`src/rtl/core/wer_queue.sv`:
```
`timescale 1ns / 1ps
module wer_queue #(
  parameter int WIDTH = 6
) (
  input  logic             clk,
  input  logic             rst_n,
  input  logic             push,
  input  logic [WIDTH-1:0] push_data,
  output logic             full,
  input  logic             pop,
  output logic [WIDTH-1:0] pop_data,
  output logic             empty
);

  logic [WIDTH-1:0] mem_r [2];
  logic             wr_r;
  logic             rd_r;
  logic [1:0]       cnt_r;

  always_ff @(posedge clk) begin
    if (!rst_n) begin
      wr_r  <= 1'b0;
      rd_r  <= 1'b0;
      cnt_r <= '0;
    end else begin
      if (push) begin
        wr_r <= ~wr_r;
      end
      if (pop) begin
        rd_r <= ~rd_r;
      end
      if (push && !pop) begin
        cnt_r <= cnt_r + 1'b1;
      end else if (pop && !push) begin
        cnt_r <= cnt_r - 1'b1;
      end
    end
  end

  always_ff @(posedge clk) begin
    if (push) begin
      mem_r[wr_r] <= push_data;
    end
  end

  assign pop_data = mem_r[rd_r];
  assign full     = cnt_r == 2'd2;
  assign empty    = cnt_r == 2'd0;

endmodule

```
`config.mk`:
```
export PLATFORM = sky130hd
export DESIGN_NAME = wer_queue
export DESIGN_NICKNAME = d
export VERILOG_FILES = /design/src/rtl/core/wer_queue.sv
export SDC_FILE = /design/constraint.sdc
export NUM_CORES = 1
export LEC_CHECK = 0
export ABC_AREA = 1
export BUFFER_PORTS_ARGS = -buffer_cell sky130_fd_sc_hd__buf_2
export CORE_MARGIN = 5
export CORE_UTILIZATION = 45
export DETAILED_ROUTE_END_ITERATION = 12
export PLACE_DENSITY_LB_ADDON = 0.2
export REMOVE_ABC_BUFFERS = 1
export SLEW_MARGIN = 20
export SYNTH_ARGS = -nofsm -noshare
export SYNTH_HDL_FRONTEND = slang
export SYNTH_SLANG_ARGS = --single-unit
```
`constraint.sdc`:
```
create_clock -name clk -period 2.1 [get_ports clk]
set_input_delay 0.42 -clock clk [delete_from_list [all_inputs] [get_ports clk]]
set_output_delay 0.42 -clock clk [all_outputs]
set_load 0.1 [all_outputs]
```
== Word-level counts from Yosys, hierarchy flattened ==
Memory sizes are Yosys's and may differ from the RTL's. A register that Yosys moved wholly into a read port is not among the register bits.
Cells that the tools add are included.

* Logic and storage cells: 21
* Bits in read-only memories: 0
* Bits in latches: 0
* Memories: 1
* Input bits: 10
* Register bits after elaboration: 4
* Bits in writable memories: 12

* Magnitude comparators: 0
* Shift-type cells: 0
* Muxes and demuxes: 6
* $mul: 0
* Equality and inequality tests: 1
* Divide/modulo/power cells: 0
* Reduce and logical (&&, ||, !) cells: 6
* Bitwise logic cells: 2
* Add/subtract/negate cells: 2

{| class="wikitable"
|+ Memories
! name !! words !! width !! rd ports !! clocked after memory_dff !! write ports !! RTL line !! RTL
|-
| mem_r || 2 || 6 || 1 || 1 || 1 || 15 || <nowiki>logic [WIDTH-1:0] mem_r [2];</nowiki>
|}

{| class="wikitable"
|+ Operators by type and width
! cell !! number
|-
| 2-to-1 mux 1 bit || 4
|-
| 2-to-1 mux 2 bit || 2
|-
| adder 2 x 1 -> 2 bit, second input constant || 1
|-
| equality test 2 bit, second input constant || 1
|-
| logical AND 1 bit || 2
|-
| zero test 1 bit || 2
|-
| zero test 2 bit || 1
|-
| NOT 1 bit || 2
|-
| nonzero test 2 bit || 1
|-
| subtractor 2 x 1 -> 2 bit, second input constant || 1
|}

== Logic depth before layout (Yosys ltp) ==
* Word-level depth: 4
* Gate-level depth with buffers: 8
* Gate-level depth less buffers: 8

== Least setup slack after synthesis ==
OpenSTA, ideal clock, no wires.

* Path kind: register to output
* Start: register cnt_r[1]
* End: output port full
* Data required time: 1680 ps
* Cell stages (with the launch flop): 3
* Buffers on the path: 0
* Arrival: 1631 ps
* Slack: 49 ps
* Cell sequence: dfxtp_1 inv_1 nor2_1

* Word-level cells in the longest chain between the ends: 1

{| class="wikitable"
|+ RTL lines
! element !! RTL line !! RTL
|-
| start: declaration || 18 || <nowiki>logic [1:0] cnt_r;</nowiki>
|-
| start signal: assignment || 33 || <nowiki>cnt_r <= cnt_r + 1'b1;</nowiki>
|-
| start signal: assignment || 35 || <nowiki>cnt_r <= cnt_r - 1'b1;</nowiki>
|-
| equality test 2 bit || 47 || <nowiki>assign full = cnt_r == 2'd2;</nowiki>
|-
| end: declaration || 9 || <nowiki>output logic full,</nowiki>
|}

No other way between the ends.

==> flow_summary.json <==
{
  "grt_max_degree": 10,
  "hold_viol": 0,
  "fillers": 131,
  "drive_gt1_share_pct": 38.9,
  "crit_chain": "mux2_2 -> buf_2",
  "synth_area_um2": 662,
  "synth_top_area_share_pct": 54.4,
  "setup_viol": 0,
  "crit_fanout": 6,
  "period_share_pct": 87.6,
  "use_met1_pct": 11.5,
  "die_h_um": 48.4,
  "use_met2_pct": 14.6,
  "post-cts-setup-buffer-count": 0,
  "pre_cts_slack_ns": 0.566,
  "relSlewSlack_pct": 65.3,
  "clk_pin_slew_ns": 0.09,
  "path_buf_inv": 1,
  "initial_core_util_pct": 49.0,
  "clock_latency_ns": 0.28,
  "rsz0062_at_grt": "false",
  "swShare_pct": 35.5,
  "cp_top_family": "flip-flops",
  "drc": 0,
  "cts_sinks": 17,
  "htreeDepth": 1,
  "cts_buffers": 3,
  "wl_per_cell_um": 11.5,
  "crit_arrival_ns": 1.42,
  "min-delay-path-class": "input pin to flip-flop",
  "worstMarginPinSlew_ns": 0.518,
  "syn_inst": 52,
  "comb_power_share_pct": 26.8,
  "dpl.hpwl_um": 755,
  "antenna_cells": 0,
  "layout_common_cells": "buf_2, edfxtp_1, inv_1",
  "status": "finished, final reports clean",
  "row_count": 13,
  "grt_util_met3_pct": 2.14,
  "p_int_uw": 498,
  "peakVddDrop_mv": 0.457,
  "gp_congestion": 0.667,
  "layout_commonest_cell": "buf_2",
  "crit_type": "flip-flop to output port",
  "area_delta_synth_final_pct": 18.9,
  "grtUsageTotal_pct": 9.10,
  "hold_slack_ns": 0.318,
  "fmax_ghz": 0.544,
  "ys_seq_elements": 17,
  "final_core_util_pct": 58.3,
  "cts-resized-gates": 0,
  "seq_power_share_pct": 51.3,
  "antenna_found_initial": 0,
  "core_region_area_mm2": 0.00135,
  "design.die.area_mm2": 0.00234,
  "worst_slack_ns": 0.260,
  "cts_buffer_depth": 2,
  "drt_iter0_markers": 2,
  "vias_per_cell": 4.76,
  "power_uw": 772,
  "dr_total_vias": 414,
  "setup-tns-final_ns": 0,
  "cts_tree": "yes",
  "grt.busiest_layer": "met2",
  "io_pins": 18,
  "dp_cells": 83,
  "dr.pass1.iters": 4,
  "grt_overflow": 0,
  "cts_root_buf": "clkbuf_4",
  "min_period_ns": 1.84,
  "synth.lib_cells_used.distinct": 16,
  "ys_seq_area_share_pct": 69.6,
  "slowest_delay_ns": 0.47,
  "grt_pass1_vias": 428,
  "finalNonFillerCells": 87,
  "cp.required_ns": 1.68,
  "synth_top_area_cell": "edfxtp_1",
  "skew_ns": 0.00158,
  "start_kind": "flip-flop",
  "hold_buffers": 0,
  "maxSlewViolCount": 0,
  "synth_area_leaders": "edfxtp_1, dfxtp_1, mux2_2",
  "layout.nets": 84,
  "syn_avg_cell_area_um2": 12.7,
  "cpMaxStageDelayCell": "dfxtp_1",
  "detail-route-antenna-nets": 0,
  "p_leak_nw": 0.347,
  "dpl_cell_area_um2": 761,
  "powerDensity_mw_per_mm2": 981,
  "drt_wl_total_um": 997,
  "p_sw_uw": 274,
  "io_buffers": 17,
  "fin_area_um2": 787,
  "die_w_um": 48.4,
  "clkPwrFrac_pct": 22.0,
  "yosys_warnings": 0,
  "endpoint_kind": "output port",
  "maxCapViolCount": 0,
  "grt_pass1_wl_mm": 1.72
}
## path summary, 6_finish.rpt
path | startpoint | to | slack [ns] | cells after the start
setup / recovery | flip-flop | pop_data[0] | 0.26 | 2
hold / removal | push_data[3] | mem_r[1][3]$_DFFE_PP_ | 0.32 | 1
setup reg to reg | wr_r$_SDFFE_PN0P_ | mem_r[0][3]$_DFFE_PP_ | 0.99 | 1
hold reg to reg | wr_r$_SDFFE_PN0P_ | wr_r$_SDFFE_PN0P_ | 0.52 | 2
## flip-flops by register name, summed over array words and instances (netlist names), named ones only
register,flops
mem_r,12
cnt_r,2
rd_r,1
wr_r,1
## routing by layer
| layer | part of all wire (%) | wire length (um) |
|---|---|---|
| met1 | 46 | 462 |
| met2 | 46 | 455 |
| met3 | 5.5 | 55 |
| met4 | 2.3 | 23 |
| met5 | 0 | 0 |
## power by group through the flow
stage                     logic (mW)  clock network, mW  registers, mW
after floorplan                0.176                  0          0.400
after global placement         0.207                  0          0.404
after detailed placement       0.208                  0          0.404
after CTS                      0.208              0.174          0.396
after global routing           0.217              0.194          0.400
final                          0.207              0.170          0.396
## logic make-up after synthesis
group                      share of synthesized area (%)
AOI/OAI and AO/OA                                   1.51
xor gates and xnor gates                            1.32
adders and majority gates                           1.89
buffers and inverters                               5.86
DFF                                                 69.6
muxes                                               10.2
and+or+nand+nor                                     9.64
## synth_stat cells (all sizes together)
| cell | instances |
|---|---|
| dfxtp | 5 |
| ha | 1 |
| nand2 | 5 |
| edfxtp | 12 |
| inv | 9 |
| buf | 1 |
| nor3 | 1 |
| a21oi | 1 |
| o21ai | 1 |
| mux2 | 6 |
| nand3 | 1 |
| nor2 | 7 |
| nand4 | 1 |
| xnor2 | 1 |
## area by class of cell
type	instances	area, um^2	area share, %
clock buffers	4	26.3	3.34
inverters	9	33.8	4.29
multi-input cells	25	163	20.7
flip-flops and latches	17	460	58.5
well taps	15	18.8	2.38
repair buffers	17	85.1	10.8
Power figures use the tool's default switching activity.
