### config.mk
export PLATFORM = sky130hd
export DESIGN_NAME = wer_front_flat
export DESIGN_NICKNAME = d
export VERILOG_FILES = /design/src/rtl/core/wer_pkg.sv /design/src/rtl/core/wer_if.sv /design/src/rtl/core/wer_div.sv /design/src/rtl/core/wer_front.sv /design/src/flat_wrapper.sv
export SDC_FILE = /design/constraint.sdc
export NUM_CORES = 1
export LEC_CHECK = 0
export ABC_AREA = 1
export BUFFER_PORTS_ARGS = -buffer_cell sky130_fd_sc_hd__buf_2
export CAP_MARGIN = 20
export CORE_MARGIN = 3
export CORE_UTILIZATION = 50
export DETAILED_ROUTE_END_ITERATION = 7
export PLACE_DENSITY = 0.7
export SYNTH_ARGS = -nofsm -noshare
export SYNTH_HDL_FRONTEND = slang
export SYNTH_SLANG_ARGS = --single-unit
### constraint.sdc
create_clock -name clk -period 8.6 [get_ports clk]
set_input_delay 0.86 -clock clk [delete_from_list [all_inputs] [get_ports clk]]
set_output_delay 0.86 -clock clk [all_outputs]
set_load 0.005 [all_outputs]
### src/rtl/core/wer_pkg.sv
`timescale 1ns / 1ps
package wer_pkg;

  // fraction bits of the log2 result
  localparam int LOG_FRAC = 24;

  typedef struct packed {
    logic signed [15:0] range_low;
    logic signed [15:0] range_high;
    logic [6:0]         window_length;
    logic [6:0]         bucket_count;
    logic [15:0]        spike_level;
    logic [15:0]        hold_ticks;
  } wer_cfg_t;

endpackage

### src/rtl/core/wer_if.sv
`timescale 1ns / 1ps
interface wer_in_if;
  logic               valid;
  logic               ready;
  logic signed [15:0] sample;

  modport source (output valid, output sample, input ready);
  modport sink (input valid, input sample, output ready);
endinterface


### src/rtl/core/wer_div.sv
`timescale 1ns / 1ps
module wer_div #(
  parameter int NW = 23,
  parameter int DW = 16
) (
  input  logic          clk,
  input  logic          rst_n,
  input  logic          start,
  input  logic [NW-1:0] num,
  input  logic [DW-1:0] den,
  output logic          done,
  output logic [NW-1:0] quo
);

  localparam int CNTW = $clog2(NW + 1);

  logic [NW-1:0]   acc_r;
  logic [DW-1:0]   rem_r;
  logic [DW-1:0]   den_r;
  logic [CNTW-1:0] cnt_r;
  logic            busy_r;
  logic            done_r;
  logic [DW:0]     sh;
  logic            ge;

  // restoring step, one quotient bit a cycle
  assign sh = {rem_r, acc_r[NW-1]};
  assign ge = sh >= {1'b0, den_r};

  always_ff @(posedge clk) begin
    if (!rst_n) begin
      busy_r <= 1'b0;
      done_r <= 1'b0;
      cnt_r  <= '0;
    end else begin
      done_r <= 1'b0;
      if (start) begin
        busy_r <= 1'b1;
        cnt_r  <= CNTW'(NW);
      end else if (busy_r) begin
        cnt_r <= cnt_r - 1'b1;
        if (cnt_r == CNTW'(1)) begin
          busy_r <= 1'b0;
          done_r <= 1'b1;
        end
      end
    end
  end

  always_ff @(posedge clk) begin
    if (start) begin
      acc_r <= num;
      rem_r <= '0;
      den_r <= den;
    end else if (busy_r) begin
      acc_r <= {acc_r[NW-2:0], ge};
      rem_r <= ge ? DW'(sh - {1'b0, den_r}) : DW'(sh);
    end
  end

  assign done = done_r;
  assign quo  = acc_r;

endmodule

### src/rtl/core/wer_front.sv
`timescale 1ns / 1ps
module wer_front import wer_pkg::*; #(
  parameter int BUCKETS_MAX = 64
) (
  input  logic                           clk,
  input  logic                           rst_n,
  input  wer_cfg_t                       cfg,
  wer_in_if.sink                         in_ch,
  output logic                           push,
  output logic [$clog2(BUCKETS_MAX)-1:0] push_data,
  input  logic                           q_full
);

  localparam int BW = $clog2(BUCKETS_MAX + 1);
  localparam int IW = $clog2(BUCKETS_MAX);
  localparam int NW = 16 + BW;

  typedef enum logic [3:0] {
    F_IDLE = 4'b0001,
    F_CALC = 4'b0010,
    F_DIV  = 4'b0100,
    F_PUSH = 4'b1000
  } fst_t;

  fst_t               st_r;
  logic signed [15:0] smp_r;
  logic [IW-1:0]      bkt_r;
  logic [BW-1:0]      nb;
  logic signed [16:0] dif;
  logic signed [16:0] rng;
  logic               zero_case;
  logic [NW-1:0]      prod;
  logic               div_done;
  logic [NW-1:0]      quo;
  logic [IW-1:0]      qb;

  always_comb begin
    if (cfg.bucket_count < 7'd2) begin
      nb = BW'(2);
    end else if (32'(cfg.bucket_count) > 32'(BUCKETS_MAX)) begin
      nb = BW'(BUCKETS_MAX);
    end else begin
      nb = BW'(cfg.bucket_count);
    end
  end

  assign dif = $signed({smp_r[15], smp_r}) - $signed({cfg.range_low[15], cfg.range_low});
  assign rng = $signed({cfg.range_high[15], cfg.range_high}) -
               $signed({cfg.range_low[15], cfg.range_low});
  assign zero_case = (rng <= 17'sd0) || (dif <= 17'sd0);
  assign prod = NW'(dif[15:0]) * NW'(nb);
  assign qb   = (quo >= NW'(nb)) ? IW'(nb - 1'b1) : IW'(quo);

  wer_div #(.NW(NW), .DW(16)) u_div (
    .clk   (clk),
    .rst_n (rst_n),
    .start (st_r == F_CALC && !zero_case),
    .num   (prod),
    .den   (rng[15:0]),
    .done  (div_done),
    .quo   (quo)
  );

  always_ff @(posedge clk) begin
    if (!rst_n) begin
      st_r <= F_IDLE;
    end else begin
      unique case (st_r)
        F_IDLE: begin
          if (in_ch.valid) begin
            st_r <= F_CALC;
          end
        end
        F_CALC: begin
          st_r <= zero_case ? F_PUSH : F_DIV;
        end
        F_DIV: begin
          if (div_done) begin
            st_r <= F_PUSH;
          end
        end
        F_PUSH: begin
          if (!q_full) begin
            st_r <= F_IDLE;
          end
        end
        default: st_r <= F_IDLE;
      endcase
    end
  end

  always_ff @(posedge clk) begin
    if (st_r == F_IDLE && in_ch.valid) begin
      smp_r <= in_ch.sample;
    end
    if (st_r == F_CALC && zero_case) begin
      bkt_r <= '0;
    end else if (st_r == F_DIV && div_done) begin
      bkt_r <= qb;
    end
  end

  assign in_ch.ready = st_r == F_IDLE;
  assign push        = st_r == F_PUSH && !q_full;
  assign push_data   = bkt_r;

endmodule

### src/flat_wrapper.sv
// flat-port wrapper written by rule: the top's interface ports become plain ports
module wer_front_flat import wer_pkg::*;
#(
  parameter int BUCKETS_MAX = 64
)
  (clk, rst_n, cfg, push, push_data, q_full, in_ch_valid, in_ch_sample, in_ch_ready);
  wer_in_if in_ch_i ();
  input  logic clk;
  input  logic rst_n;
  input  wer_cfg_t cfg;
  output logic push;
  output logic [$clog2(BUCKETS_MAX)-1:0] push_data;
  input  logic q_full;
  input wire logic [$bits(in_ch_i.valid)-1:0] in_ch_valid;
  input wire logic [$bits(in_ch_i.sample)-1:0] in_ch_sample;
  output wire logic [$bits(in_ch_i.ready)-1:0] in_ch_ready;
  assign in_ch_i.valid = in_ch_valid;
  assign in_ch_i.sample = in_ch_sample;
  assign in_ch_ready = in_ch_i.ready;
  wer_front #(.BUCKETS_MAX(BUCKETS_MAX)) u_core (.clk(clk), .rst_n(rst_n), .cfg(cfg), .in_ch(in_ch_i), .push(push), .push_data(push_data), .q_full(q_full));
endmodule
### After elaboration in Yosys (flattened, before gate mapping)

Index checks and enable logic that the tools add are counted.

| storage, ports and cells | value |
|---|---|
| memories | 0 |
| bits in latches | 0 |
| logic and storage cells | 61 |
| memory bits (writable) | 0 |
| output and inout port bits | 8 |
| bits in registers | 88 |
| bits of input ports | 98 |
| ROM bits | 0 |

| operators by class | value |
|---|---|
| $lt $le $gt $ge | 6 |
| $mul | 1 |
| div/mod/pow operators | 0 |
| bitwise logic cells | 2 |
| reduce and logical (&&, ||, !) cells | 12 |
| equal/unequal tests | 8 |
| add/sub/neg operators | 5 |
| mux-type cells | 17 |
| shift-type cells | 0 |

Operators with widths:

| cell | number |
|---|---|
| 23-bit 2-to-1 mux | 2 |
| 17-bit by 1-bit <= comparator with 1-bit output (second input constant) | 2 |
| 16-bit by 16-bit subtractor with 17-bit output | 2 |
| 23-bit by 7-bit >= comparator with 1-bit output | 1 |
| 16-bit by 7-bit multiplier with 23-bit output | 1 |
| 17-bit by 16-bit >= comparator with 1-bit output | 1 |
| 16-bit 2-to-1 mux | 1 |
| 4-bit 2-to-1 mux | 4 |
| 4-bit one-hot mux with 4 select lines | 1 |
| 16-bit subtractor | 1 |
| 7-bit 2-to-1 mux | 2 |
| 5-bit 2-to-1 mux | 2 |
| 7-bit > comparator (second input constant) | 1 |
| 7-bit by 2-bit < comparator with 1-bit output (second input constant) | 1 |
| 6-bit 2-to-1 mux | 1 |
| 2-bit != test (second input constant) | 3 |
| 6-bit by 1-bit subtractor with 6-bit output (second input constant) | 1 |
| 5-bit by 1-bit == test with 1-bit output (second input constant) | 1 |
| 1-bit logical AND | 5 |
| 5-bit by 1-bit subtractor with 5-bit output (second input constant) | 1 |
| 4-bit by 1-bit == test with 1-bit output (second input constant) | 1 |
| 4-bit by 2-bit == test with 1-bit output (second input constant) | 1 |
| 4-bit by 3-bit == test with 1-bit output (second input constant) | 1 |
| 4-bit == test (second input constant) | 1 |
| 8 further kinds | 13 |

### Logic depth before layout (Yosys ltp)

Gate-level depths: netlist of run 1.

| depth | value |
|---|---|
| word-level depth | 6 |
| gate-level depth with buffers | 31 |
| depth with buffers taken out | 30 |

### By module

A second synthesis of run 1 with hierarchy kept.

| second synthesis, totals | value |
|---|---|
| cell total of the unflattened synthesis | 1530 |
| area, all modules | 10766.6 sq um |

By module, submodules not included:

| module | seq. area each (sq um) | times used | area an instance (sq um) | cells an instance |
|---|---|---|---|---|
| wer_front | 680.7 | 1 | 7040.5 | 1051 |
| wer_div | 1631.6 | 1 | 3726.1 | 479 |

### Least setup slack after synthesis of run 1

No wires, ideal clock.

| timing | value |
|---|---|
| kind | input port to flip-flop |
| start | in cfg[62] in the netlist's numbering |
| end | reg u_core.u_div.acc_r[18], in the netlist u_core.u_div.quo[18] (data pin) |
| path buffers | 0 |
| arrival time | 5667 ps |
| library setup time | 257 ps |
| stages | 24 |
| setup slack | 2676 ps |
| required time | 8343 ps |
| cells stage by stage | ha_1 > fa_1 > inv_1 > nand3_1 > nand2_1 > nand2_1 > nand2_1 > xnor2_2 > nor2_1 > fa_1 > fa_1 > fa_1 > inv_1 > fa_1 > inv_1 > ha_1 > a21oi_1 > o21ai_0 > a21oi_1 > o21ai_0 > a21oi_1 > o21ai_0 > xnor2_1 > o21ai_2 |

| on the way | value |
|---|---|
| longest elaborated chain between the ends | 6 |
| elaborated cells on any way between the ends | 9 |
| those cells by class | 2 x add/sub; 1 x mul; 2 x order compare; 1 x mux; 3 x reduce/logical |

Ends and longest elaborated chain:

| item | RTL line | text |
|---|---|---|
| start, declared | flat_wrapper.sv:10 | `input wer_cfg_t cfg;` |
| branches (longest 5 deep; another with 16-bit by 7-bit multiplier with 23-bit output) | -- |  |
| 23-bit 2-to-1 mux * | wer_div.sv:51 | `if (start) begin` |
| end signal, assigned | wer_div.sv:52 | `acc_r <= num;` |
| end signal, assigned | wer_div.sv:56 | `acc_r <= {acc_r[NW-2:0], ge};` |
| end, declared | wer_div.sv:17 | `logic [NW-1:0] acc_r;` |

Mark *: on every way between the ends.
A chain may end at the register's enable or synchronous reset.

### Final worst setup path of run 1

| timing | value |
|---|---|
| start | in cfg[62] in the netlist's numbering |
| end | reg u_core.u_div.acc_r[22], in the netlist u_core.u_div.quo[22] (data pin) |

Same word-level chain as after synthesis.

==> results of run 1 <==
-- metrics by stage --
stage,instance area (µm²),hold WS [ps],cells
after floorplan,10000,444,1345
after global placement,10600,454,1655
after detailed placement,10600,459,1655
after CTS,10900,469,1671
after global routing,10900,488,1671
final,10900,466,1671
-- registers in the layout, indices dropped and copies added, names as in the netlist --
register / flops
u_core.u_div.done: 1
u_core.u_div.busy_r: 1
u_core.push_data: 6
u_core.smp_r: 16
u_core.u_div.rem_r: 16
u_core.u_div.quo: 23
u_core.u_div.den_r: 16
u_core.st_r: 4
u_core.u_div.cnt_r: 5
-- path summary, 6_finish.rpt --
check,start,endpoint,depth (start not counted)
setup / recovery,cfg[62],u_core.u_div.quo[22],27
hold / removal,u_core.push_data[1],u_core.push_data[1],2
setup reg to reg,u_core.smp_r[0],u_core.u_div.quo[22],27
hold reg to reg,u_core.push_data[1],u_core.push_data[1],2
-- power groups by stage --
stage	logic [µW]	clock network, µW	registers, µW
2_1_floorplan	1240	0	558
3_3_place_gp	1520	0	567
4_1_cts	1560	402	561
5_1_grt	1780	415	569
6_report	1550	390	561
3_5_place_dp	1540	0	570
-- logic make-up after synthesis --
logic type      count (synthesis)
compound gates                192
buf+inv                       256
simple gates                  594
flops                          88
fa+ha+maj                     171
xor+xnor                       44
-- layout by cell type, fill, tap and decap left out, types with 5 or more instances in the layout --
| cell | synthesis | layout |
|---|---|---|
| sky130_fd_sc_hd__or2_2 | 9 | 9 |
| sky130_fd_sc_hd__nor3_1 | 14 | 14 |
| sky130_fd_sc_hd__nand4_1 | 15 | 15 |
| sky130_fd_sc_hd__nand2_1 | 306 | 306 |
| sky130_fd_sc_hd__inv_1 | 222 | 222 |
| sky130_fd_sc_hd__nor2_1 | 155 | 155 |
| sky130_fd_sc_hd__nand3_1 | 57 | 57 |
| sky130_fd_sc_hd__nor4_1 | 7 | 7 |
| sky130_fd_sc_hd__o21ai_0 | 43 | 43 |
| sky130_fd_sc_hd__o211ai_1 | 5 | 5 |
| sky130_fd_sc_hd__o21ai_2 | 17 | 17 |
| sky130_fd_sc_hd__nand3b_1 | 12 | 12 |
| sky130_fd_sc_hd__a21oi_2 | 7 | 7 |
| sky130_fd_sc_hd__edfxtp_1 | 55 | 55 |
| sky130_fd_sc_hd__clkbuf_16 | 0 | 10 |
| sky130_fd_sc_hd__inv_2 | 5 | 5 |
| sky130_fd_sc_hd__buf_2 | 1 | 66 |
| sky130_fd_sc_hd__a21oi_1 | 94 | 94 |
| sky130_fd_sc_hd__xor2_1 | 23 | 23 |
| sky130_fd_sc_hd__nand2_2 | 12 | 12 |
| sky130_fd_sc_hd__o21bai_1 | 8 | 8 |
| sky130_fd_sc_hd__fa_1 | 72 | 72 |
| sky130_fd_sc_hd__ha_1 | 99 | 99 |
| sky130_fd_sc_hd__dfxtp_1 | 33 | 33 |
| sky130_fd_sc_hd__xnor2_1 | 20 | 20 |
-- per-layer routing --
metal  global-route usage  up-vias  part of all wire
met5                    0        -                 0
met4               0.0568        0             0.017
met3               0.0420       23             0.054
met2                0.375      204              0.47
met1                0.302     4048              0.46
li1                     -     4430                 -
-- worst max-delay path, stage by stage --
cell and delay [ps]:
sky130_fd_sc_hd__buf_2 120, sky130_fd_sc_hd__ha_1 220, sky130_fd_sc_hd__fa_1 410, sky130_fd_sc_hd__inv_1 90
sky130_fd_sc_hd__nand2_1 90, sky130_fd_sc_hd__nand3_2 90, sky130_fd_sc_hd__nand2_1 50, sky130_fd_sc_hd__nand2_1 70
sky130_fd_sc_hd__xor2_1 330, sky130_fd_sc_hd__inv_1 210, sky130_fd_sc_hd__nor2_1 190, sky130_fd_sc_hd__fa_1 470
sky130_fd_sc_hd__fa_1 520, sky130_fd_sc_hd__fa_1 540, sky130_fd_sc_hd__inv_1 50, sky130_fd_sc_hd__fa_1 530
sky130_fd_sc_hd__inv_1 40, sky130_fd_sc_hd__ha_1 370, sky130_fd_sc_hd__nand2_1 110, sky130_fd_sc_hd__nor4_1 410
sky130_fd_sc_hd__nand4_1 180, sky130_fd_sc_hd__nand3_1 200, sky130_fd_sc_hd__a21oi_1 80, sky130_fd_sc_hd__o21bai_1 150
sky130_fd_sc_hd__xor2_1 250, sky130_fd_sc_hd__nand2_1 90, sky130_fd_sc_hd__nand2_1 70
-- layout make-up --
cell class / instances / share of cell area
sequential: 88 / 0.213
multi-input combinational: 1001 / 0.617
clock inverter: 5 / 0.00322
tap: 265 / 0.0305
clock buffer: 11 / 0.0234
inverter: 232 / 0.0806
timing repair buffer: 69 / 0.0325
==> impl_summary.log, run 1 <==
[metrics] Power Internal: 1320 µW
[metrics] share of synthesized cell area in full adder, half adder and majority cells: 0.267
[metrics] final number of setup-violating endpoints: 0
[metrics] worst-path fanout max: 6
[metrics] mean area per synthesized cell: 7.47 µm²
[metrics] Skew-Pair Late Insertion Delay: around 360 ps
[metrics] total number of yosys warnings: 0
[metrics] fraction of synthesis flops using an asynchronous set or reset pin: 0
[metrics] switching power: 1190 µW
[metrics] library cell with the largest summed area after synthesis: sky130_fd_sc_hd__edfxtp_1
[metrics] HPWL after DPL: 18,900 µm
[metrics] count of cell types in the netlist: 48
[metrics] total global routing track utilization: 0.224
[metrics] area taken by flip-flops and latches: 2310 µm²
[metrics] area fraction of the dominant cell type after synthesis: 0.164
[metrics] multi-input gate area in the final layout: ~6700 µm²
[metrics] worst setup slack after layout: 2000 ps
[metrics] Total Power Consumption: ~2500 µW
[metrics] worst supply voltage drop on vdd: ~120 µV
[metrics] post-detailed-route DRC marker count: 0
[metrics] final routed wire length divided by cell count: 14.1 µm
[metrics] Fillers: 1,937
[metrics] startpoint type of the worst setup path: primary input
[metrics] synthesis-to-finish area growth: 8.25%
[metrics] std cell rows: 51
[metrics] final number of max-transition violations: 0
[metrics] Peak Freq: 151 MHz
[metrics] leading register cell type out of synthesis: sky130_fd_sc_hd__edfxtp_1
[metrics] number of hold violations in the final report: 0
[metrics] number of buffers added for setup after CTS: 0
[metrics] starting density of the core: 0.513
[metrics] number of H-tree branching levels: 3
[metrics] Vert. Die Dim: 148 µm
[metrics] ratio of total power to cell area: about 230 nW/µm²
[metrics] Worst Path Required: 8820 ps
[metrics] wire length of the first global-routing pass: approximately 40,000 µm
[metrics] number of primary I/O pins: 106
[metrics] clock transition at the registers of the reported paths: 60 ps
[metrics] die width: between 100 and 150 µm
[metrics] Clock Power Share: 0.156
[metrics] total of flip-flops plus latches after synthesis: 88
[metrics] proportion of layout cells with a drive suffix above 1: 0.100
[metrics] CTS Root Cell: sky130_fd_sc_hd__clkbuf_16
[metrics] port buffer count: 66
[metrics] Slew headroom: 0.350
[metrics] fin nets: 1,670
[metrics] number of global-route vias before repair: 8,485
[metrics] arrival time of the worst setup path: 6820 ps
[metrics] type of the worst min-delay path: flop to flop
[metrics] routability congestion estimate: 0.898
[metrics] initial DRC count: 470
[metrics] number of maximum-capacitance violations: 0
[metrics] cells after synthesis: 1,345
[metrics] Synth Area in Compound Gates: 0.112
[metrics] Floorplan Core Area: 19,600 µm²
[metrics] cts-stage hold buffer count: 0
[metrics] number of nets in the synthesized netlist: about 1,600
[metrics] pin count of the biggest net entering global routing: 46
[metrics] Switching Fraction: 0.475
[metrics] synthesized-area fraction occupied by xor and xnor cells: 0.0391
[metrics] TritonRoute pass-1 iters: 5
[metrics] run status: complete, no violations
[metrics] simple-gate share of the synthesized area: 0.250
[metrics] type of destination of the critical path: flop
[metrics] most frequent cells after synthesis: sky130_fd_sc_hd__nand2_1, sky130_fd_sc_hd__inv_1, sky130_fd_sc_hd__nor2_1
[metrics] largest cells by area after synthesis: sky130_fd_sc_hd__edfxtp_1, sky130_fd_sc_hd__fa_1, sky130_fd_sc_hd__ha_1, sky130_fd_sc_hd__nand2_1, sky130_fd_sc_hd__inv_1
[metrics] final period demand of the worst path: 6600 ps
[metrics] Remaining Overflow, GRT: 0
[metrics] Inserted Clock Buffers: 9
[metrics] per-cell via count in the routed design: 5.21
[metrics] DRT Wirelength: 23,500 µm
[metrics] final worst path period share: 0.768
[metrics] clock tree from TritonCTS: built
[metrics] dominant combinational cell family by area after synthesis: adder cells
[metrics] proportion of power drawn by flip-flops and latches: 0.224
[metrics] Layout Utilization: 0.555
[metrics] Post-synth EDFFs: 55
[metrics] DRT antenna net count: 0
[metrics] Seq/Total Area, Yosys: 0.230
[metrics] R2R Setup Slk: 2240 ps
[metrics] initial antenna violation count: 0
[metrics] Die Area: about 22,000 µm²
[metrics] post-synthesis mux area share: 0
[metrics] Setup Total Neg Slack: 0 ps
[metrics] slew at the pin closest to its max-slew limit: around 1000 ps
[metrics] unrepaired setup endpoints after global routing: no
[metrics] number of cells upsized or downsized after cts: 0
[metrics] Netlist Area Pre-Place: 10,000 µm²
[metrics] post-place setup slack: 1740 ps
[metrics] portion of total power attributed to combinational logic: 0.620
[metrics] maximum number of buffers from clock root to sink: 2
[metrics] most frequently used cell type in the post-synthesis netlist: sky130_fd_sc_hd__nand2_1
[metrics] ANT cells: 0
[metrics] type of the worst setup path: primary input to flop
[metrics] setup clock skew after layout: approximately 14 ps
[metrics] number of sinks driven by the clock tree: 88
[metrics] Static Leak: 0.00556 µW
[metrics] total number of vias: approximately 8,700
(Power assumes the default switching activity.)
==> inputs of run 2 (changes only) <==
- clock period: 8.6 -> 6.17 ns (I/O delays scaled with it)
==> run 2 against run 1 <==
Combinational power up 57%; cell count is 3.2% higher; clock power up 49%; setup slack got worse by 1700 ps; via count up 1.8%; critical path type unchanged.
==> impl_summary.log, run 2 (synthesis results as in run 1) <==
[metrics] DRT antenna net count: 0
[metrics] arrival time of the worst setup path: 6100 ps
[metrics] number of maximum-capacitance violations: 0
[metrics] type of the worst min-delay path: primary input to flop
[metrics] Peak Freq: 170 MHz
[metrics] ANT cells: 0
[metrics] final number of setup-violating endpoints: 0
[metrics] final period demand of the worst path: 5870 ps
[metrics] number of sinks driven by the clock tree: 88
[metrics] Die Area: roughly 22,000 µm²
[metrics] HPWL after DPL: 19,500 µm
[metrics] proportion of layout cells with a drive suffix above 1: 0.141
[metrics] initial DRC count: 491
[metrics] type of the worst setup path: primary input to flop
[metrics] max incr delay on CP: 570 ps
[metrics] TritonRoute pass-1 iters: 5
[metrics] number of primary I/O pins: 106
[metrics] std cell rows: 51
[metrics] routability congestion estimate: 0.888
[metrics] Worst Path Required: 6400 ps
[metrics] wire length of the first global-routing pass: 41,100 µm
[metrics] Total Power Consumption: approximately 3800 µW
[metrics] number of global-route vias before repair: between 8,000 and 9,000
[metrics] clock transition at the registers of the reported paths: 70 ps
[metrics] cell seen most often among critical-path stages: sky130_fd_sc_hd__fa_1
[metrics] die width: 148 µm
[metrics] starting density of the core: 0.513
[metrics] worst supply voltage drop on vdd: 193 µV
[metrics] unrepaired setup endpoints after global routing: yes
[metrics] post-place setup slack: -78.2 ps
[metrics] post-detailed-route DRC marker count: 0
[metrics] most common cell after layout, fill and taps aside: sky130_fd_sc_hd__nand2_1
[metrics] Static Leak: between 0.005 and 0.006 µW
[metrics] Skew-Pair Late Insertion Delay: 350 ps
[metrics] Remaining Overflow, GRT: 0
[metrics] port buffer count: 66
[metrics] worst setup slack after layout: 302 ps
[metrics] fin nets: 1,724
[metrics] slew at the pin closest to its max-slew limit: about 980 ps
[metrics] setup clock skew after layout: around 10 ps
[metrics] total number of vias: approximately 9,000
[metrics] Fillers: 1,896
[metrics] final number of max-transition violations: 0
[metrics] final worst path period share: 0.951
[metrics] Slew headroom: 0.342
[metrics] final routed wire length divided by cell count: 13.8 µm
[metrics] initial antenna violation count: 0
[metrics] number of H-tree branching levels: 3
[metrics] DRT Wirelength: 23,800 µm
[metrics] worst-path fanout max: 5
[metrics] Vert. Die Dim: 148 µm
[metrics] clock tree from TritonCTS: built
[metrics] total global routing track utilization: 0.228
[metrics] synthesis-to-finish area growth: 13.0%
[metrics] type of destination of the critical path: flop
[metrics] maximum number of buffers from clock root to sink: 2
[metrics] Slowest cell on crit path: sky130_fd_sc_hd__fa_1
[metrics] per-cell via count in the routed design: 5.14
[metrics] run status: complete, no violations
[metrics] number of hold violations in the final report: 0
[metrics] ratio of total power to cell area: ~330 nW/µm²
[metrics] pin count of the biggest net entering global routing: 46
[metrics] Floorplan Core Area: 19,600 µm²
[metrics] Inserted Clock Buffers: 9
[metrics] cell family with the largest share of critical-path delay: adder cells
[metrics] commonest non-fill, non-tap cells in the layout: sky130_fd_sc_hd__nand2_1, sky130_fd_sc_hd__inv_1, sky130_fd_sc_hd__nor2_1, sky130_fd_sc_hd__ha_1, sky130_fd_sc_hd__a21oi_1
[metrics] count of buffer and inverter cells on the critical path: 5
[metrics] number of flip-flops under the largest register name: 23
[metrics] CTS Root Cell: sky130_fd_sc_hd__clkbuf_16
[metrics] startpoint type of the worst setup path: primary input
==> run 2: cell count changes in the layout (fill, tap and decap cells not counted), sizes merged <==
cell	delta
buf	+54
clkinvlp	+1
inv	-1
==> run 2: layout make-up <==
| cell class | count | area [µm²] | share of cell area |
|---|---|---|---|
| clock buffer | 11 | 275 | 0.0243 |
| sequential | 88 | 2310 | 0.204 |
| multi-input combinational | 1001 | 6750 | 0.595 |
| clock inverter | 5 | 41.3 | 0.00364 |
| tap | 265 | 332 | 0.0292 |
| inverter | 232 | 876 | 0.0772 |
| timing repair buffer | 123 | 758 | 0.0668 |
==> run 2: repair_timing <==
| action | in CTS | in global routing |
|---|---|---|
| gates resized for setup | 0 | 13 |
| setup endpoints to repair | 0 | 7 |
| hold buffers | 0 | 0 |
| buffers inserted | 0 | 0 |
==> run 2: worst register-to-register path: cells and delay by family, from the launching register on <==
kind            cells  cell delay (ps)
simple gates       13             1480
buf+inv             5              430
compound gates      2              230
fa+ha+maj           7             2980
xor+xnor            1              290
flops               1              340
==> run 2: worst paths after layout <==
| check | startpoint | endpoint | slack, ps | cells after the start |
|---|---|---|---|---|
| max | cfg[62] | u_core.u_div.quo[22] | 300 | 28 |
| min | in_ch_sample[9] | u_core.smp_r[9] | 440 | 1 |
| max reg2reg | u_core.smp_r[0] | u_core.u_div.quo[22] | 310 | 28 |
| min reg2reg | u_core.push_data[4] | u_core.push_data[4] | 460 | 2 |
==> run 2: where the power goes <==
part	leakage, µW	total (µW)	internal [µW]	switching [µW]
Clock	0.000155	580	328	252
Combinational	0.00490	2430	1020	1420
Sequential	0.000776	782	721	60.8
Total	0.00584	3800	2070	1730
==> run 2: routing by layer <==
layer	wire length, µm	up-vias	track usage
li1	-	4523	-
met1	11000	4115	0.307
met2	11200	192	0.389
met3	1180	35	0.0368
met4	389	0	0.0527
met5	0	-	0
==> run 2: per-stage QoR <==
stage,util,cells,cell area [µm²],hold slack (ps),setup TNS [ps]
final,0.579,1725,11300,441,0
after floorplan,-,1345,10000,444,0
after CTS,0.577,1725,11300,429,0
after detailed placement,0.561,1709,11000,458,-85.0
after global routing,0.579,1725,11300,431,-21.8
after global placement,0.561,1709,11000,453,0
